## config.mk

```make
export PLATFORM = sky130hd
export DESIGN_NAME = sliding_time_window_statistics
export DESIGN_NICKNAME = d
export VERILOG_FILES = /design/src/stws_pkg.sv /design/src/sliding_time_window_statistics.sv /design/src/stws_regs.sv /design/src/stws_div.sv /design/src/stws_dp.sv /design/src/stws_ctrl.sv
export SDC_FILE = /design/constraint.sdc
export NUM_CORES = 2
export LEC_CHECK = 0
export ABC_AREA = 1
export BUFFER_PORTS_ARGS = -buffer_cell sky130_fd_sc_hd__buf_2
export CAP_MARGIN = 20
export CORE_ASPECT_RATIO = 1.1
export CORE_MARGIN = 5
export CORE_UTILIZATION = 53
export DETAILED_ROUTE_END_ITERATION = 12
export PLACE_DENSITY = 0.69
export SLEW_MARGIN = 20
export SYNTH_ARGS = -nofsm -noshare
export SYNTH_HDL_FRONTEND = slang
export SYNTH_SLANG_ARGS = --single-unit
```

## constraint.sdc

```tcl
create_clock -name clk -period 9.8 [get_ports clk]
set_clock_uncertainty 0.15 [all_clocks]
set_input_delay 0.49 -clock clk [delete_from_list [all_inputs] [get_ports clk]]
set_output_delay 0.49 -clock clk [all_outputs]
set_load 0.01 [all_outputs]
```

## src/stws_pkg.sv

```systemverilog
// ---------------------------------------------------------------------------
// stws_pkg
// Shared types and constants for the sliding time window statistics block.
// ---------------------------------------------------------------------------
package stws_pkg;

	localparam int DEPTH  = 32;
	localparam int IDX_W  = $clog2(DEPTH);
	localparam int CNT_W  = $clog2(DEPTH + 1);
	localparam int TIME_W = 32;
	localparam int VAL_W  = 16;
	localparam int WLEN_W = 31;
	localparam int MODE_W = 4;
	localparam int OH_W   = 8;
	localparam int CAP_W  = 40;
	localparam int RES_W  = 40;
	localparam int ST_W   = 2;
	localparam int SUM_W  = VAL_W + CNT_W;
	localparam int DIV_W  = 40;
	localparam int FRAC_BITS = 8;
	localparam int ENT_W  = TIME_W + VAL_W;
	localparam int IN_W   = TIME_W + VAL_W;
	localparam int OUT_W  = TIME_W + RES_W;
	localparam int ADDR_W = 5;
	localparam int DATA_W = 64;

	// 100 % with 8 fraction bits (100 * 256)
	localparam logic [DIV_W-1:0] PCT_SCALED = DIV_W'(100 * 256);

	localparam logic [MODE_W-1:0] MODE_COUNT = 4'd0;
	localparam logic [MODE_W-1:0] MODE_SUM   = 4'd1;
	localparam logic [MODE_W-1:0] MODE_AVG   = 4'd2;
	localparam logic [MODE_W-1:0] MODE_MIN   = 4'd3;
	localparam logic [MODE_W-1:0] MODE_MAX   = 4'd4;
	localparam logic [MODE_W-1:0] MODE_RANGE = 4'd5;
	localparam logic [MODE_W-1:0] MODE_SHARE = 4'd6;
	localparam logic [MODE_W-1:0] MODE_LOAD  = 4'd7;
	localparam logic [MODE_W-1:0] MODE_FREE  = 4'd8;

	localparam logic [ST_W-1:0] STAT_OK    = 2'd0;
	localparam logic [ST_W-1:0] STAT_ORDER = 2'd1;
	localparam logic [ST_W-1:0] STAT_FULL  = 2'd2;

	localparam logic [1:0] REG_WLEN = 2'd0;
	localparam logic [1:0] REG_MODE = 2'd1;
	localparam logic [1:0] REG_OH   = 2'd2;
	localparam logic [1:0] REG_CAP  = 2'd3;

	typedef struct packed {
		logic [WLEN_W-1:0] wlen;
		logic [MODE_W-1:0] mode;
		logic [OH_W-1:0]   oh;
		logic [CAP_W-1:0]  cap;
	} cfg_t;

	typedef enum logic [1:0] {RD_OLDEST, RD_NEWEST, RD_WALK} rdsel_t;
	typedef enum logic [1:0] {KIND_DROP, KIND_GAP, KIND_FINAL, KIND_ERR} kind_t;

	typedef enum logic [3:0] {
		S_IDLE, S_CHECK, S_OLD_CMP, S_STAT, S_WALK, S_WALK_END, S_CALC,
		S_DIV, S_GAP, S_DUP_RD, S_DUP_CMP, S_EMIT
	} state_t;

	typedef struct packed {
		logic   in_load;
		rdsel_t rd_sel;
		logic   drop;
		logic   store;
		logic   mark_full;
		logic   walk_clr;
		logic   walk_issue;
		logic   calc;
		logic   emit;
		kind_t  kind;
		logic   commit;
	} cmd_t;

	typedef struct packed {
		logic lt_prev;
		logic count_zero;
		logic old_expired;
		logic gap;
		logic dup;
		logic full;
		logic walk_last;
		logic stat_ready;
		logic out_free;
	} sts_t;

endpackage

```

## src/sliding_time_window_statistics.sv

```systemverilog
// A rejected (out-of-order) item gives only an error result, with no walk. Each dropped
// sample and the final statistic walk every entry of the window (a gap result may come first),
// and average, share, load and free modes then use the shared restoring divider.
// One item at a time; the next item is taken while the last result waits in the output stage.
// Reset (arst_n low, asynchronous) empties the window and restores register defaults.
// ---------------------------------------------------------------------------
// sliding_time_window_statistics
// Timestamped samples in a ring; statistics over the sliding window.
// ---------------------------------------------------------------------------
module sliding_time_window_statistics (
	input  logic                        clk,
	input  logic                        arst_n,
	input  logic                        s_tvalid,
	output logic                        s_tready,
	input  logic [stws_pkg::IN_W-1:0]   s_tdata,  // sample_time[31:0], sample_value[47:32]
	output logic                        m_tvalid,
	input  logic                        m_tready,
	output logic [stws_pkg::OUT_W-1:0]  m_tdata,  // result_time[31:0], result_value[71:32]
	output logic [stws_pkg::ST_W-1:0]   m_tuser,  // status[1:0]
	output logic                        m_tlast,  // last_result
	input  logic                        psel,
	input  logic                        penable,
	input  logic                        pwrite,
	input  logic [stws_pkg::ADDR_W-1:0] paddr,
	input  logic [stws_pkg::DATA_W-1:0] pwdata,
	output logic [stws_pkg::DATA_W-1:0] prdata,
	output logic                        pready
);
	import stws_pkg::*;

	cfg_t cfg;
	cmd_t cmd;
	sts_t sts;

	// registers at byte addresses 0, 8, 16, 24
	stws_regs u_regs (
		.clk     (clk),
		.arst_n  (arst_n),
		.psel    (psel),
		.penable (penable),
		.pwrite  (pwrite),
		.paddr   (paddr),
		.pwdata  (pwdata),
		.prdata  (prdata),
		.pready  (pready),
		.cfg     (cfg)
	);

	// sequencer: one item from accept to final result
	stws_ctrl u_ctrl (
		.clk      (clk),
		.arst_n   (arst_n),
		.in_valid (s_tvalid),
		.in_ready (s_tready),
		.sts      (sts),
		.cmd      (cmd)
	);

	// ring memory, walk accumulators, divider and output stage
	stws_dp u_dp (
		.clk        (clk),
		.arst_n     (arst_n),
		.cfg        (cfg),
		.cmd        (cmd),
		.sts        (sts),
		.in_data    (s_tdata),
		.out_valid  (m_tvalid),
		.out_ready  (m_tready),
		.out_data   (m_tdata),
		.out_status (m_tuser),
		.out_last   (m_tlast)
	);

endmodule

```

## src/stws_regs.sv

```systemverilog
// ---------------------------------------------------------------------------
// stws_regs
// Configuration registers behind the APB-style port.
// ---------------------------------------------------------------------------
module stws_regs (
	input  logic                        clk,
	input  logic                        arst_n,
	input  logic                        psel,
	input  logic                        penable,
	input  logic                        pwrite,
	input  logic [stws_pkg::ADDR_W-1:0] paddr,
	input  logic [stws_pkg::DATA_W-1:0] pwdata,
	output logic [stws_pkg::DATA_W-1:0] prdata,
	output logic                        pready,
	output stws_pkg::cfg_t              cfg
);
	import stws_pkg::*;

	cfg_t cfg_q;
	logic wr;
	logic [1:0] idx;

	assign pready = 1'b1;
	assign wr     = psel & penable & pwrite & pready;
	assign idx    = paddr[ADDR_W-1:ADDR_W-2];
	assign cfg    = cfg_q;

	always_ff @(posedge clk or negedge arst_n) begin
		if (!arst_n) begin
			cfg_q.wlen <= WLEN_W'(1000000);
			cfg_q.mode <= MODE_COUNT;
			cfg_q.oh   <= OH_W'(38);
			cfg_q.cap  <= CAP_W'(1000000);
		end else if (wr) begin
			case (idx)
				REG_WLEN: cfg_q.wlen <= pwdata[WLEN_W-1:0];
				REG_MODE: cfg_q.mode <= pwdata[MODE_W-1:0];
				REG_OH:   cfg_q.oh   <= pwdata[OH_W-1:0];
				REG_CAP:  cfg_q.cap  <= pwdata[CAP_W-1:0];
				default: ;
			endcase
		end
	end

	always_comb begin
		case (idx)
			REG_WLEN: prdata = DATA_W'(cfg_q.wlen);
			REG_MODE: prdata = DATA_W'(cfg_q.mode);
			REG_OH:   prdata = DATA_W'(cfg_q.oh);
			REG_CAP:  prdata = DATA_W'(cfg_q.cap);
			default:  prdata = '0;
		endcase
	end

endmodule

```

## src/stws_div.sv

```systemverilog
// ---------------------------------------------------------------------------
// stws_div
// Restoring divider, one quotient bit per cycle.
// ---------------------------------------------------------------------------
module stws_div (
	input  logic                       clk,
	input  logic                       arst_n,
	input  logic                       start,
	input  logic [stws_pkg::DIV_W-1:0] num,
	input  logic [stws_pkg::DIV_W-1:0] den,
	output logic                       busy,
	output logic                       done,
	output logic [stws_pkg::DIV_W-1:0] quo
);
	import stws_pkg::*;

	localparam int CW = $clog2(DIV_W + 1);

	logic [DIV_W:0]   rem_q;
	logic [DIV_W-1:0] quo_q;
	logic [DIV_W-1:0] den_q;
	logic [CW-1:0]    cnt_q;
	logic             busy_q;
	logic             done_q;
	logic [DIV_W:0]   rem_sh;
	logic [DIV_W:0]   diff;

	assign rem_sh = {rem_q[DIV_W-1:0], quo_q[DIV_W-1]};
	assign diff   = rem_sh - {1'b0, den_q};
	assign busy   = busy_q;
	assign done   = done_q;
	assign quo    = quo_q;

	always_ff @(posedge clk or negedge arst_n) begin
		if (!arst_n) begin
			busy_q <= 1'b0;
			done_q <= 1'b0;
			cnt_q  <= '0;
		end else begin
			done_q <= 1'b0;
			if (start) begin
				busy_q <= 1'b1;
				cnt_q  <= '0;
			end else if (busy_q) begin
				cnt_q <= cnt_q + 1'b1;
				if (cnt_q == CW'(DIV_W - 1)) begin
					busy_q <= 1'b0;
					done_q <= 1'b1;
				end
			end
		end
	end

	always_ff @(posedge clk) begin
		if (start) begin
			rem_q <= '0;
			quo_q <= num;
			den_q <= den;
		end else if (busy_q) begin
			if (!diff[DIV_W]) begin
				rem_q <= diff;
				quo_q <= {quo_q[DIV_W-2:0], 1'b1};
			end else begin
				rem_q <= rem_sh;
				quo_q <= {quo_q[DIV_W-2:0], 1'b0};
			end
		end
	end

endmodule

```

## src/stws_dp.sv

```systemverilog
// ---------------------------------------------------------------------------
// stws_dp
// Datapath: sample ring, window walk, statistic and result register.
// ---------------------------------------------------------------------------
module stws_dp (
	input  logic                        clk,
	input  logic                        arst_n,
	input  stws_pkg::cfg_t              cfg,
	input  stws_pkg::cmd_t              cmd,
	output stws_pkg::sts_t              sts,
	input  logic [stws_pkg::IN_W-1:0]   in_data,
	output logic                        out_valid,
	input  logic                        out_ready,
	output logic [stws_pkg::OUT_W-1:0]  out_data,
	output logic [stws_pkg::ST_W-1:0]   out_status,
	output logic                        out_last
);
	import stws_pkg::*;

	function automatic logic [IDX_W-1:0] slot(input logic [IDX_W-1:0] base,
		input logic [IDX_W-1:0] off);
		logic [IDX_W:0] s;
		s = {1'b0, base} + {1'b0, off};
		if (s >= (IDX_W+1)'(DEPTH))
			s = s - (IDX_W+1)'(DEPTH);
		return s[IDX_W-1:0];
	endfunction

	logic [ENT_W-1:0]  mem [DEPTH];
	logic [ENT_W-1:0]  rd_q;
	logic [IDX_W-1:0]  rd_addr;
	logic [IDX_W-1:0]  wr_addr;

	logic [TIME_W-1:0] t_q;
	logic [VAL_W-1:0]  v_q;
	logic [TIME_W-1:0] prev_q;
	logic [IDX_W-1:0]  oldest_q;
	logic [CNT_W-1:0]  count_q;
	logic [CNT_W-1:0]  cnt_m1;
	logic              full_q;
	logic [TIME_W-1:0] drop_time_q;

	logic [IDX_W-1:0]  k_q;
	logic              acc_v_q;
	logic              first_q;
	logic [SUM_W-1:0]  sum_q;
	logic [VAL_W-1:0]  mn_q;
	logic [VAL_W-1:0]  mx_q;
	logic [RES_W-1:0]  stat_q;

	logic [TIME_W-1:0] rd_time;
	logic [VAL_W-1:0]  rd_val;
	logic [TIME_W:0]   old_sum;

	logic              out_valid_q;
	logic [OUT_W-1:0]  out_data_q;
	logic [ST_W-1:0]   out_status_q;
	logic              out_last_q;

	// statistic operands
	logic [DIV_W-1:0]  prod_pct;
	logic [DIV_W-1:0]  den_share;
	logic [DIV_W-1:0]  d_num;
	logic [DIV_W-1:0]  d_den;
	logic              use_div;
	logic [RES_W-1:0]  direct;
	logic              div_busy;
	logic              div_done;
	logic [DIV_W-1:0]  div_quo;

	logic [TIME_W-1:0] e_time;
	logic [RES_W-1:0]  e_val;
	logic [ST_W-1:0]   e_st;

	assign rd_time = rd_q[TIME_W-1:0];
	assign rd_val  = rd_q[ENT_W-1:TIME_W];
	assign cnt_m1  = count_q - 1'b1;
	assign old_sum = {1'b0, rd_time} + (TIME_W+1)'(cfg.wlen);

	always_comb begin
		case (cmd.rd_sel)
			RD_OLDEST: rd_addr = oldest_q;
			RD_NEWEST: rd_addr = slot(oldest_q, cnt_m1[IDX_W-1:0]);
			RD_WALK:   rd_addr = slot(oldest_q, k_q);
			default:   rd_addr = oldest_q;
		endcase
	end
	assign wr_addr = slot(oldest_q, count_q[IDX_W-1:0]);

	always_ff @(posedge clk) begin
		if (cmd.store)
			mem[wr_addr] <= {v_q, t_q};
		rd_q <= mem[rd_addr];
	end

	assign sts.lt_prev     = t_q < prev_q;
	assign sts.count_zero  = count_q == '0;
	assign sts.old_expired = old_sum < {1'b0, t_q};
	assign sts.gap         = (t_q - prev_q) > {cfg.wlen, 1'b0};
	assign sts.dup         = rd_time == t_q;
	assign sts.full        = count_q == CNT_W'(DEPTH);
	assign sts.walk_last   = {{(CNT_W-IDX_W){1'b0}}, k_q} == cnt_m1;
	assign sts.stat_ready  = !div_busy;
	assign sts.out_free    = !out_valid_q || out_ready;

	// ring state
	always_ff @(posedge clk or negedge arst_n) begin
		if (!arst_n) begin
			oldest_q <= '0;
			count_q  <= '0;
			prev_q   <= '0;
			full_q   <= 1'b0;
		end else begin
			if (cmd.in_load)
				full_q <= 1'b0;
			if (cmd.mark_full)
				full_q <= 1'b1;
			if (cmd.drop) begin
				oldest_q <= slot(oldest_q, IDX_W'(1));
				count_q  <= count_q - 1'b1;
			end else if (cmd.store) begin
				count_q <= count_q + 1'b1;
			end
			if (cmd.commit)
				prev_q <= t_q;
		end
	end

	always_ff @(posedge clk) begin
		if (cmd.in_load) begin
			t_q <= in_data[TIME_W-1:0];
			v_q <= in_data[IN_W-1:TIME_W];
		end
		if (cmd.drop)
			drop_time_q <= old_sum[TIME_W] ? '1 : old_sum[TIME_W-1:0];
	end

	// window walk: one entry per cycle, read data registered and used in the cycle after its address
	always_ff @(posedge clk or negedge arst_n) begin
		if (!arst_n)
			acc_v_q <= 1'b0;
		else
			acc_v_q <= cmd.walk_issue;
	end

	always_ff @(posedge clk) begin
		if (cmd.walk_clr) begin
			k_q     <= '0;
			sum_q   <= '0;
			mn_q    <= '0;
			mx_q    <= '0;
			first_q <= 1'b1;
		end else begin
			if (cmd.walk_issue)
				k_q <= k_q + 1'b1;
			if (acc_v_q) begin
				sum_q   <= sum_q + SUM_W'(rd_val);
				first_q <= 1'b0;
				if (first_q || rd_val < mn_q)
					mn_q <= rd_val;
				if (rd_val > mx_q)
					mx_q <= rd_val;
			end
		end
	end

	// statistic select; divisions round half up via num + den/2
	assign prod_pct  = DIV_W'(sum_q) * PCT_SCALED;
	assign den_share = DIV_W'(sum_q) + DIV_W'(cfg.oh) * DIV_W'(count_q);

	always_comb begin
		use_div = 1'b0;
		direct  = '0;
		d_num   = prod_pct;
		d_den   = DIV_W'(cfg.cap);
		case (cfg.mode)
			MODE_COUNT: direct = RES_W'(count_q) << FRAC_BITS;
			MODE_SUM:   direct = RES_W'(sum_q) << FRAC_BITS;
			MODE_AVG: begin
				use_div = count_q != '0;
				d_num   = DIV_W'(sum_q) << FRAC_BITS;
				d_den   = DIV_W'(count_q);
			end
			MODE_MIN:   direct = RES_W'(mn_q) << FRAC_BITS;
			MODE_MAX:   direct = RES_W'(mx_q) << FRAC_BITS;
			MODE_RANGE: direct = RES_W'(mx_q - mn_q) << FRAC_BITS;
			MODE_SHARE: begin
				use_div = den_share != '0;
				d_den   = den_share;
			end
			MODE_LOAD:  use_div = cfg.cap != '0;
			MODE_FREE: begin
				use_div = cfg.cap != '0;
				direct  = RES_W'(PCT_SCALED);
			end
			default: direct = '0;
		endcase
	end

	stws_div u_div (
		.clk    (clk),
		.arst_n (arst_n),
		.start  (cmd.calc & use_div),
		.num    (d_num + (d_den >> 1)),
		.den    (d_den),
		.busy   (div_busy),
		.done   (div_done),
		.quo    (div_quo)
	);

	// no clamp: in free mode a load above 100 % wraps the unsigned result
	always_ff @(posedge clk) begin
		if (cmd.calc && !use_div)
			stat_q <= direct;
		else if (div_done)
			stat_q <= (cfg.mode == MODE_FREE) ? RES_W'(PCT_SCALED - div_quo)
				: RES_W'(div_quo);
	end

	// result register
	always_comb begin
		e_time = t_q;
		e_val  = '0;
		e_st   = STAT_OK;
		case (cmd.kind)
			KIND_DROP: begin
				e_time = drop_time_q;
				e_val  = stat_q;
			end
			KIND_GAP:   e_time = t_q - TIME_W'(cfg.wlen);
			KIND_FINAL: begin
				e_val = stat_q;
				e_st  = full_q ? STAT_FULL : STAT_OK;
			end
			KIND_ERR:   e_st = STAT_ORDER;
			default: ;
		endcase
	end

	always_ff @(posedge clk or negedge arst_n) begin
		if (!arst_n)
			out_valid_q <= 1'b0;
		else if (cmd.emit)
			out_valid_q <= 1'b1;
		else if (out_ready)
			out_valid_q <= 1'b0;
	end

	always_ff @(posedge clk) begin
		if (cmd.emit) begin
			out_data_q   <= {e_val, e_time};
			out_status_q <= e_st;
			out_last_q   <= (cmd.kind == KIND_FINAL) || (cmd.kind == KIND_ERR);
		end
	end

	assign out_valid  = out_valid_q;
	assign out_data   = out_data_q;
	assign out_status = out_status_q;
	assign out_last   = out_last_q;

endmodule

```

## src/stws_ctrl.sv

```systemverilog
// ---------------------------------------------------------------------------
// stws_ctrl
// Sequencer: drop, gap, store and statistic steps of one item.
// ---------------------------------------------------------------------------
module stws_ctrl (
	input  logic           clk,
	input  logic           arst_n,
	input  logic           in_valid,
	output logic           in_ready,
	input  stws_pkg::sts_t sts,
	output stws_pkg::cmd_t cmd
);
	import stws_pkg::*;

	state_t state_q, state_d;
	kind_t  kind_q, kind_d;

	always_ff @(posedge clk or negedge arst_n) begin
		if (!arst_n) begin
			state_q <= S_IDLE;
			kind_q  <= KIND_FINAL;
		end else begin
			state_q <= state_d;
			kind_q  <= kind_d;
		end
	end

	always_comb begin
		state_d = state_q;
		kind_d  = kind_q;
		case (state_q)
			S_IDLE:
				if (in_valid)
					state_d = S_CHECK;
			S_CHECK:
				if (sts.lt_prev) begin
					kind_d  = KIND_ERR;
					state_d = S_EMIT;
				end else if (sts.count_zero) begin
					state_d = S_GAP;
				end else begin
					state_d = S_OLD_CMP;
				end
			S_OLD_CMP:
				if (sts.old_expired) begin
					kind_d  = KIND_DROP;
					state_d = S_STAT;
				end else begin
					state_d = S_GAP;
				end
			S_STAT:     state_d = sts.count_zero ? S_CALC : S_WALK;
			S_WALK:
				if (sts.walk_last)
					state_d = S_WALK_END;
			S_WALK_END: state_d = S_CALC;
			S_CALC:     state_d = S_DIV;
			S_DIV:
				if (sts.stat_ready)
					state_d = S_EMIT;
			S_GAP:
				if (sts.gap) begin
					kind_d  = KIND_GAP;
					state_d = S_EMIT;
				end else begin
					state_d = S_DUP_RD;
				end
			S_DUP_RD: begin
				kind_d  = KIND_FINAL;
				state_d = sts.count_zero ? S_STAT : S_DUP_CMP;
			end
			S_DUP_CMP:  state_d = S_STAT;
			S_EMIT:
				if (sts.out_free) begin
					case (kind_q)
						KIND_DROP: state_d = S_CHECK;
						KIND_GAP:  state_d = S_DUP_RD;
						default:   state_d = S_IDLE;
					endcase
				end
			default:    state_d = S_IDLE;
		endcase
	end

	always_comb begin
		in_ready = 1'b0;
		cmd      = '0;
		cmd.rd_sel = RD_OLDEST;
		cmd.kind   = kind_q;
		case (state_q)
			S_IDLE: begin
				in_ready    = 1'b1;
				cmd.in_load = in_valid;
			end
			S_OLD_CMP:  cmd.drop = sts.old_expired;
			S_STAT:     cmd.walk_clr = 1'b1;
			S_WALK: begin
				cmd.rd_sel     = RD_WALK;
				cmd.walk_issue = 1'b1;
			end
			S_CALC:     cmd.calc = 1'b1;
			S_DUP_RD:
				if (sts.count_zero)
					cmd.store = 1'b1;
				else
					cmd.rd_sel = RD_NEWEST;
			S_DUP_CMP:
				if (!sts.dup) begin
					cmd.mark_full = sts.full;
					cmd.store     = !sts.full;
				end
			S_EMIT: begin
				cmd.emit   = sts.out_free;
				cmd.commit = sts.out_free && (kind_q == KIND_FINAL);
			end
			default: ;
		endcase
	end

endmodule
```

==> results.tsv <==
metric	value	unit
tightestPinTransition	1.21	ns
most-common-layout-cells	edfxtp_1 (1811), nor2_1 (1806), o21ai_0 (1234), nand2_1 (1089), inv_1 (851)	
cts-resized-gates	0	
cp_max_fo	17	
async_reset_ff_frac	0.0680	
cts_num_sinks	2102	
crit_arrival	8.09	ns
fin_tns_setup	0	ns
io_buffers	213	
first_pass_iters	7	
vias	76859	
cp_slowest_cell	dfrtp_1	
path_class	flop to flop	
synth_edf_count	1811	
setup_violations	0	
drv_slew	0	
hold_class	primary input to async pin	
total_leakage_power	43.5	nW
grt_pass1_wl	457000	um
synth_warnings	0	
synth_mux_area_frac	0	
avgSynthCellArea	10.2	um^2
setup_slack	2.15	ns
pre_cts_slack	2.21	ns
ys_seq_area_frac	0.594	
core_area	193000	um^2
vias_per_cell	5.90	
die_w	429	um
place.gp.congestion	0.976	
maxClockFrequency	131	MHz
slew_headroom	0.190	
ys_types	71	
drt-initial-drc-count	8383	
start_kind	flop	
grt_max_degree	211	
peakVddDrop	0.347	mV
synthAdderAreaFrac	0.0615	
synthSimpleGateAreaFrac	0.130	
power_density	343	nW/um^2
dieHeight	471	um
r2r-start	u_dp.count_q[3]	
num_io_pins	266	
drv_cap	0	
route.detailed.wl_per_inst	23.8	um
ys_ff_latch	2102	
grt_util_all_layers	0.297	
synthXorXnorAreaFrac	0.0199	
layout_min_cycle_time	7.65	ns
rr_worst_depth	29	
layout_commonest_cell	edfxtp_1	
clk_pin_slew	0.06	ns
synth_top_family_by_area	compound AO/OA/AOI/OAI gates	
grt_pass1_vias	73017	
synthesis.area	103000	um^2
timing.rr.end	u_dp.u_div.quo[34]	
holdWs	0.0666	ns
status	completed	
postSynthCellCount	10097	
row_count	169	
numCtsBuffers	210	
drt_wl_total	310000	um
fin_nets	10873	
clockBufferDepth	3	
gr-total-overflow	0	
p_total	0.0391	W
synth_compound_area_frac	0.142	
ys.flop_type	edfxtp_1	
dieArea	202000	um^2
initial_core_util	0.532	
drc_errors	0	
insertion_delay	0.88	ns
hold_viol_final	0	
drive_gt1_frac	0.0826	
post-route-period-util	0.781	
cts-root-buf	clkbuf_16	
antenna_found_initial	10	
end_kind	flop	
ant_nets	0	
rsz0062_at_grt	false	
h-tree-depth	4	
cts_tree	yes	
worstPathRequired	10.24	ns
area_growth	11.4	%
r2r_slack	2.15	ns
cp_slowest_stage_delay	0.94	ns
hpwl	195000	um
## metal layers
layer	part of all wire	wire, um	GRT usage	vias to the layer above
met4	0.049	15300	0.131	0
met1	0.39	122000	0.387	37300
met3	0.079	24600	0.0472	663
li1	-	-	-	35487
met5	0	0	0	-
met2	0.48	148000	0.494	3409
## Yosys cell counts, drive strengths merged, types with 2 or more instances
cell / instances / area share
a221oi: 5 / 0.00043
edfxtp: 1811 / 0.53
dfstp: 18 / 0.0046
xnor2: 91 / 0.0078
or2: 43 / 0.0026
o221ai: 22 / 0.0019
nand4: 39 / 0.0024
a21boi: 15 / 0.0011
xor2: 141 / 0.012
o21bai: 16 / 0.0012
o21a: 65 / 0.0048
nand3: 164 / 0.0087
o221a: 2 / 0.00022
conb: 2 / 0.000073
nor4: 37 / 0.0023
o31ai: 7 / 0.00056
fa: 62 / 0.012
o21ai: 1293 / 0.063
and2: 3 / 0.00018
o32ai: 97 / 0.0083
a31oi: 40 / 0.0024
nor2: 1851 / 0.068
o211ai: 101 / 0.0074
and3: 4 / 0.00024
o2111ai: 13 / 0.0011
nor3b: 3 / 0.00027
clkinv: 3 / 0.00011
ha: 405 / 0.049
a21oi: 849 / 0.043
inv: 858 / 0.031
a211oi: 6 / 0.00044
nand3b: 13 / 0.00095
nor3: 63 / 0.0032
buf: 106 / 0.0066
o22ai: 33 / 0.0020
clkbuf: 383 / 0.014
a22oi: 30 / 0.0022
dfrtp: 125 / 0.030
dfxtp: 148 / 0.029
nand2: 1102 / 0.041
a2111oi: 3 / 0.00026
a21o: 18 / 0.0013
## kinds of logic (layout without fill, tap and decap cells)
family | Yosys count | after routing
xor gates and xnor gates | 232 | 232
and+or+nand+nor | 3324 | 3324
AOI/OAI and AO/OA | 2620 | 2620
other | 2 | 35
DFF | 2102 | 2102
adders and majority gates | 467 | 467
buffers and inverters | 1350 | 1692
## timing repair
action / in CTS / in global routing
hold endpoints to repair: 198 / 0
buffers inserted: 0 / 0
hold buffers: 90 / 0
## report_power, final
group	internal, W	switching [W]
Clock	0.00453	0.00353
Combinational	0.00603	0.0132
Sequential	0.0109	0.000931
Total	0.0215	0.0177
## per-stage QoR
step           cells  area, um^2   util
6_report       13037      114000  0.593
4_1_cts        13026      114000  0.593
5_1_grt        13030      114000  0.593
3_5_place_dp   12544      106000  0.552
2_1_floorplan  10120      103000      -
3_3_place_gp   12540      106000  0.552
## area by class of cell
class                   instances  area [um^2]
diodes                         10         25.0
clock buffers                 256         5560
clock inverters               136         1340
fillers                     15780        78400
inverters                     861         3250
multi-input cells            6668        36700
flip-flops and latches       2102        60900
well taps                    2565         3210
repair buffers                439         3260
## worst max-delay path by stage
stage / from / end / cells past startpoint
floorplan: u_dp.count_q[3] / u_dp.u_div.quo[32] / 35
global placement: u_dp.count_q[3] / u_dp.u_div.quo[38] / 33
detailed placement: u_dp.count_q[3] / u_dp.u_div.quo[34] / 29
CTS: u_dp.count_q[3] / u_dp.u_div.quo[34] / 29
global route: u_dp.count_q[3] / u_dp.u_div.quo[38] / 33
finish: u_dp.count_q[3] / u_dp.u_div.quo[34] / 29
## critical path, delay by kind of cell, from the launching register on
family | cells | cell delay [ns]
AOI/OAI and AO/OA | 5 | 1.39
xor gates and xnor gates | 1 | 0.21
adders and majority gates | 6 | 2.82
buffers and inverters | 5 | 0.32
DFF | 1 | 0.94
and+or+nand+nor | 12 | 1.55
## state kept, by name (all words and copies together), names as in the netlist, 40 cells and up
register	flops
u_dp.stat_q	40
u_dp.u_div.den_q	40
u_dp.u_div.rem_q	40
u_dp.rd_q	48
u_dp.u_div.quo	40
u_regs.cfg	83
u_dp.out_data	72
u_dp.mem	1536
Power figures use the tool's default switching activity.
